--- src/gvel_pkg.sv ---
`timescale 1ns / 1ps
// ----------------------------------------------------------------------------
// gvel_pkg
// Shared constants and types of the windowed gaze velocity core.
// ----------------------------------------------------------------------------
package gvel_pkg;

	localparam int MAX_HALF_DEF    = 8;
	localparam int COORD_WIDTH_DEF = 24;
	localparam int TRIAL_WIDTH_DEF = 16;

	localparam int WIN_W     = 5;
	localparam int RATE_W    = 12;
	localparam int VEL_W     = 32;
	localparam int CFG_ADDR_W = 8;
	localparam int CFG_DATA_W = 12;

	localparam logic [CFG_ADDR_W-1:0] REG_WINDOW_SAMPLES = 8'd0;
	localparam logic [CFG_ADDR_W-1:0] REG_SAMPLE_RATE_HZ = 8'd1;

	localparam logic [WIN_W-1:0]  WINDOW_SAMPLES_RST = 5'd5;
	localparam logic [RATE_W-1:0] SAMPLE_RATE_RST    = 12'd500;

	typedef struct packed {
		logic neg;
		logic vok;
		logic last;
	} gvel_side_t;

endpackage

--- src/gvel_div.sv ---
`timescale 1ns / 1ps
// ----------------------------------------------------------------------------
// gvel_div
// Pipelined restoring divider, one quotient bit per stage, with sideband.
// ----------------------------------------------------------------------------
module gvel_div #(
	parameter int NW  = 43,
	parameter int DDW = 8
) (
	input  logic               clk,
	input  logic               arst_n,
	input  logic               en,
	input  logic               in_vld,
	input  logic [NW-1:0]      in_num,
	input  logic [DDW-1:0]     in_den,
	input  gvel_pkg::gvel_side_t in_side,
	output logic               out_vld,
	output logic [NW-1:0]      out_quo,
	output gvel_pkg::gvel_side_t out_side
);

	logic                 vld_q  [NW];
	logic [NW-1:0]        num_q  [NW];
	logic [DDW-1:0]       den_q  [NW];
	logic [DDW-1:0]       rem_q  [NW];
	logic [NW-1:0]        quo_q  [NW];
	gvel_pkg::gvel_side_t side_q [NW];

	for (genvar i = 0; i < NW; i++) begin : g_stage
		logic                 vld_p;
		logic [NW-1:0]        num_p;
		logic [DDW-1:0]       den_p;
		logic [DDW-1:0]       rem_p;
		logic [NW-1:0]        quo_p;
		gvel_pkg::gvel_side_t side_p;
		logic [DDW:0]         rt;
		logic [DDW:0]         rs;
		logic                 ge;

		if (i == 0) begin : g_first
			assign vld_p  = in_vld;
			assign num_p  = in_num;
			assign den_p  = in_den;
			assign rem_p  = '0;
			assign quo_p  = '0;
			assign side_p = in_side;
		end else begin : g_next
			assign vld_p  = vld_q[i-1];
			assign num_p  = num_q[i-1];
			assign den_p  = den_q[i-1];
			assign rem_p  = rem_q[i-1];
			assign quo_p  = quo_q[i-1];
			assign side_p = side_q[i-1];
		end

		assign rt = {rem_p, num_p[NW-1]};
		assign rs = rt - {1'b0, den_p};
		assign ge = rt >= {1'b0, den_p};

		always_ff @(posedge clk or negedge arst_n) begin
			if (!arst_n) begin
				vld_q[i] <= 1'b0;
			end else if (en) begin
				vld_q[i] <= vld_p;
			end
		end

		always_ff @(posedge clk) begin
			if (en) begin
				num_q[i]  <= num_p << 1;
				den_q[i]  <= den_p;
				rem_q[i]  <= ge ? rs[DDW-1:0] : rt[DDW-1:0];
				quo_q[i]  <= {quo_p[NW-2:0], ge};
				side_q[i] <= side_p;
			end
		end
	end

	assign out_vld  = vld_q[NW-1];
	assign out_quo  = quo_q[NW-1];
	assign out_side = side_q[NW-1];

endmodule

--- config.mk ---
export PLATFORM = sky130hd
export DESIGN_NAME = gvel_div
export DESIGN_NICKNAME = d
export VERILOG_FILES = /design/src/gvel_pkg.sv /design/src/gvel_div.sv
export SDC_FILE = /design/constraint.sdc
export NUM_CORES = 2
export LEC_CHECK = 0
export BUFFER_PORTS_ARGS = -buffer_cell sky130_fd_sc_hd__buf_2
export CAP_MARGIN = 20
export CORE_MARGIN = 8
export CORE_UTILIZATION = 65
export DETAILED_ROUTE_END_ITERATION = 7
export HOLD_SLACK_MARGIN = 0.06
export PLACE_DENSITY = 0.86
export SETUP_SLACK_MARGIN = 0.3
export SLEW_MARGIN = 20
export SYNTH_ARGS = -nofsm -noshare
export SYNTH_HDL_FRONTEND = slang
export SYNTH_MEMORY_MAX_BITS = 65536
export SYNTH_SLANG_ARGS = --single-unit
--- constraint.sdc ---
create_clock -name clk -period 3.3 [get_ports clk]
set_input_delay 0.495 -clock clk [delete_from_list [all_inputs] [get_ports clk]]
set_output_delay 0.495 -clock clk [all_outputs]
set_load 0.02 [all_outputs]
# Word-level counts from Yosys, hierarchy flattened
# Memories as Yosys holds them, arrays and structs flattened.
# Cells that the tools add are included.
# totals
mem_bits_rw	4472
n_memories	5
regBits	43
wordCells	179
# classes
order_cmp	43
muxes	45
add_sub_neg	43
# memory_table
name	words	word_bits	read_ports	rd_ports_with_merged_regs	wr	line_no	rtl
quo_q	43	43	43	0	43	gvel_div.sv:26	logic [NW-1:0] quo_q [NW];
num_q	43	42	42	0	43	gvel_div.sv:23	logic [NW-1:0] num_q [NW];
den_q	43	8	42	0	43	gvel_div.sv:24	logic [DDW-1:0] den_q [NW];
rem_q	43	8	42	0	43	gvel_div.sv:25	logic [DDW-1:0] rem_q [NW];
side_q	43	3	43	0	43	gvel_div.sv:27	gvel_pkg::gvel_side_t side_q [NW];
# ops
op	n
>= comparator 9 x 8 -> 1 bit	42
2-to-1 mux 8 bit	43
subtractor 8 bit	42
>= comparator 1 x 8 -> 1 bit	1
subtractor 1 x 8 -> 8 bit	1
2-to-1 mux 1 bit	2

# Depth between registers and ports, before layout
# An unclocked memory read counts as a cell.
# logic_depth
depth_word	3
ltp_mapped	9

# Least setup slack after synthesis
# OpenSTA, ideal clock, no wires.
# synth_timing
kind	reg2reg
startpoint	memory rem_q[8][5], in the netlist rem_q[0][69]
endpoint	memory rem_q[9][2], in the netlist rem_q[0][74] (data pin)
arrival_ns	1.953
slack_ns	1.087
n_path_buf	0
path_stages_with_launch	7
synth_period_minus_slack_ns	2.213
required_ns	3.040
path_cell_list	edfxtp_1 ha_1 a21oi_1 o21ai_0 a21boi_0 a21boi_2 mux2_2
# synth_rtl
item	line_no
from (decl)	gvel_div.sv:25

==> impl_metrics.toml <==
[route]
firstDrtPassIters = 5
via_count = 46450
wl_mm = 152.7
wl_per_cell_um = 18.60
first_iter_violations = 3792
drc = 0
ant_nets = 0
vias_per_cell = 5.657

[timing]
finalSetupViolCount = 0
fin_skew_ns = 0.03967
finalHoldViolCount = 0
tightestPinTransition_ns = 1.013
relSlewSlack_pct = 32.44
rsz0062_at_grt = "false"
timing.final.crit_period_ns = 2.719
fin_ws_ns = 0.5814
tns_ns = 0
fin_crit_sh_pct = 82.38
clock.fmax_mhz = 367.8
drv_slew = 0

[placed_design]
hpwl_mm = 89.83
portBuffers = 104
place_inst = 7687
dpl_worst_slack_ns = 0.6058
gp_congestion = 0.8748

[critical_path]
worstSetupPathType = "reg2reg"
max_stage_delay_ns = 0.86
cp_slowest_cell = "a221oi_2"
cp_data_required_time_ns = 3.91
path_delay_family = "compound AO/OA/AOI/OAI gates"
path_buf_inv = 1
startpoint_type = "register"
cp_max_fo = 16
cp_cell_sequence = "ha_1, a21oi_1, o21ai_0, a221oi_2, inv_1, o22a_1"
end_kind = "register"
critical_path_arrival_ns = 3.33

[clock_network]
cts_tree = "built"
cts_resized = 0
clk_latency_ns = 0.88
cts.reportedPaths.clkPinSlew_ns = 0.05
cts_root_buf = "clkbuf_16"
h-tree-depth = 5
clock_path_buffers = 4
cts_made_buffers = 277
cts.sinks = 2693

[synthesis]
yosysUniqueCellTypes = 68
syn_area_per_cell_um2 = 18.25
synth-edff-count = 2650
synth_area_leaders = "edfxtp_1 (79%), ha_1 (4.2%), inv_1 (1.7%)"
ys_seq_area_share_pct = 80.51
synth_cells = 5490
synth_seq_cells = 2693
ys_warn_count = 0
ys.flop_type = "edfxtp_1"
netlist.area_leader.share_pct = 79.44
synthArstFlopShare_pct = 1.597
syn_area_um2 = 100200
synth.largest_area_cell = "edfxtp_1"
synth_fp_nets = 5927

[grt]
antenna_found_initial = 2
grt_pass1_vias = 47830
grt_use_met3_pct = 3.300
grt_remaining_overflow = 0
grt_max_degree = 145
met1_usage_pct = 22.85
use_met2_pct = 31.78
grt_pass1_wl_mm = 246.8
gr-max-usage-layer = "met2"
grt_usage_pct = 18.11

[min_path]
min_path_type = "in2async"

[cells_and_area]
register_area_um2 = 80650
layout.cells.non_filler = 8211
final_core_util_pct = 73.71
nFillCells = 8628
drive_gt1_share_pct = 12.57
synthToLayoutAreaGrowth_pct = 12.95
final_nets = 6416
multi_input_comb_area_um2 = 17660

[power_and_ir_drop]
p_switching_uw = 24150
vdd_drop_max_v = 0.0005975
p_int_uw = 68660
power_frac_seq_pct = 48.7
power_frac_clock_pct = 31.9
switching_share_pct = 26.02
p_leak_uw = 0.04153
power.density_nw_per_um2 = 820.2
pwr-share-comb_pct = 19.5

[floorplan]
die_h_um = 408.6
dieArea_um2 = 166900
initial_core_util_pct = 65.26
io_pins = 105
design.core.area_um2 = 153500
num_rows = 144
die_x_um = 408.6

[job]
cap_violations = 0

[outcome]
status = "complete, no violations"
cell type report:
class                   count  share of cell area, %
diodes                      1               0.002212
multi-input cells        2312                  15.61
clock buffers             350                  6.546
well taps                2044                  2.260
repair buffers            247                  1.780
flip-flops and latches   2693                  71.28
clock inverters           116                  1.033
inverters                 448                  1.487
metrics by stage:
step	power (uW)	hold WS, ns	instance area (um2)
after floorplan	58200	0.1994	100200
after global placement	62250	0.4000	104000
after detailed placement	63200	0.4045	104000
after CTS	93530	0.2692	113100
after global routing	97240	0.2836	113100
final	92800	0.3158	113100
cells in the mapped netlist (6+ instances only):
library cell  instances
edfxtp_1           2650
inv_1               447
ha_1                338
o21ai_0             289
a21oi_1             223
nand2_1             219
nor2_1              134
mux2_2              132
o21a_1               72
xnor2_1              64
xor2_1               61
nor2b_1              60
nand2b_1             59
a21o_1               55
nand3_1              44
dfrtp_1              43
mux2i_1              43
and2_1               42
fa_1                 41
a211oi_1             40
o31ai_1              40
nor3_1               36
a21boi_0             25
a31o_2               25
buf_2                25
o31a_1               21
or2_2                21
a221oi_2             20
nand3b_1             20
and4_1               19
o22a_1               19
and3_1               17
or3_1                15
a31oi_1              13
clkbuf_1             11
o211ai_1              9
or4_1                 9
nor4_1                7
o221ai_1              7
or4b_1                6
worst reg2reg max path, stage by stage (launching register included):
cell and delay, ns:
edfxtp_1 0.39, ha_1 0.37, a21oi_1 0.24, o21ai_0 0.21, a221oi_2 0.86, inv_1 0.15, o22a_1 0.25
power groups by stage:
| stage | Clock (uW) | Sequential (uW) | Combinational (uW) |
|---|---|---|---|
| after floorplan | 0 | 44900 | 13300 |
| final | 29600 | 45200 | 18100 |
| after CTS | 30400 | 45200 | 18000 |
| after global placement | 0 | 45600 | 16700 |
| after detailed placement | 0 | 45800 | 17400 |
| after global routing | 31600 | 45500 | 20100 |
cell usage in the layout, fill, tap and decap left out, types with 61 or more instances in the layout:
cell type	netlist	routed
nor2_1	134	134
o21ai_0	289	289
edfxtp_1	2650	2650
buf_2	25	103
ha_1	338	338
mux2_2	132	132
nand2_1	219	219
clkbuf_16	0	286
xor2_1	61	61
clkbuf_1	11	63
inv_1	447	447
o21a_1	72	72
xnor2_1	64	64
a21oi_1	223	223
buf_4	0	65
sequential cells by signal (all words and copies together) (netlist names):
| name | flops |
|---|---|
| side_q | 129 |
| quo_q | 946 |
| num_q | 903 |
| rem_q | 336 |
| out_vld | 1 |
| den_q | 336 |
| g_stage.vld_p | 42 |
kinds of logic after synthesis:
group / Yosys count / synth area share [%]
mux: 175 / 1.913
flops: 2693 / 80.51
compound gates: 909 / 5.892
xor+xnor: 125 / 1.093
fa+ha+maj: 379 / 5.041
simple gates: 724 / 3.693
buf+inv: 485 / 1.857
final timing paths:
kind                                     from                 to  slack (ns)  cells past startpoint
worst max-delay path             rem_q[2][69]       rem_q[2][79]        0.58                      6
worst max register to register   rem_q[2][69]       rem_q[2][79]        0.58                      6
worst min-delay path                   arst_n  g_stage[38].vld_p        0.32                      2
max in group asynchronous              arst_n   g_stage[3].vld_p        2.40                      2
min in group clk                   in_num[29]       num_q[0][29]        0.33                      2
worst min register to register  quo_q[1][627]      quo_q[1][671]        0.38                      0
layer usage:
metal | vias up | part of all wire, %
met5 | - | 0.018
met4 | 4 | 3.2
met3 | 390 | 4.6
met2 | 1248 | 51
met1 | 22860 | 41
li1 | 21950 | -
what timing repair did:
item | in CTS | in global routing
endpoints found under the hold margin | 119 | 0
hold buffers | 57 | 0
setup buffers | 0 | 0
No activity file was read; power rests on OpenSTA's default activity.
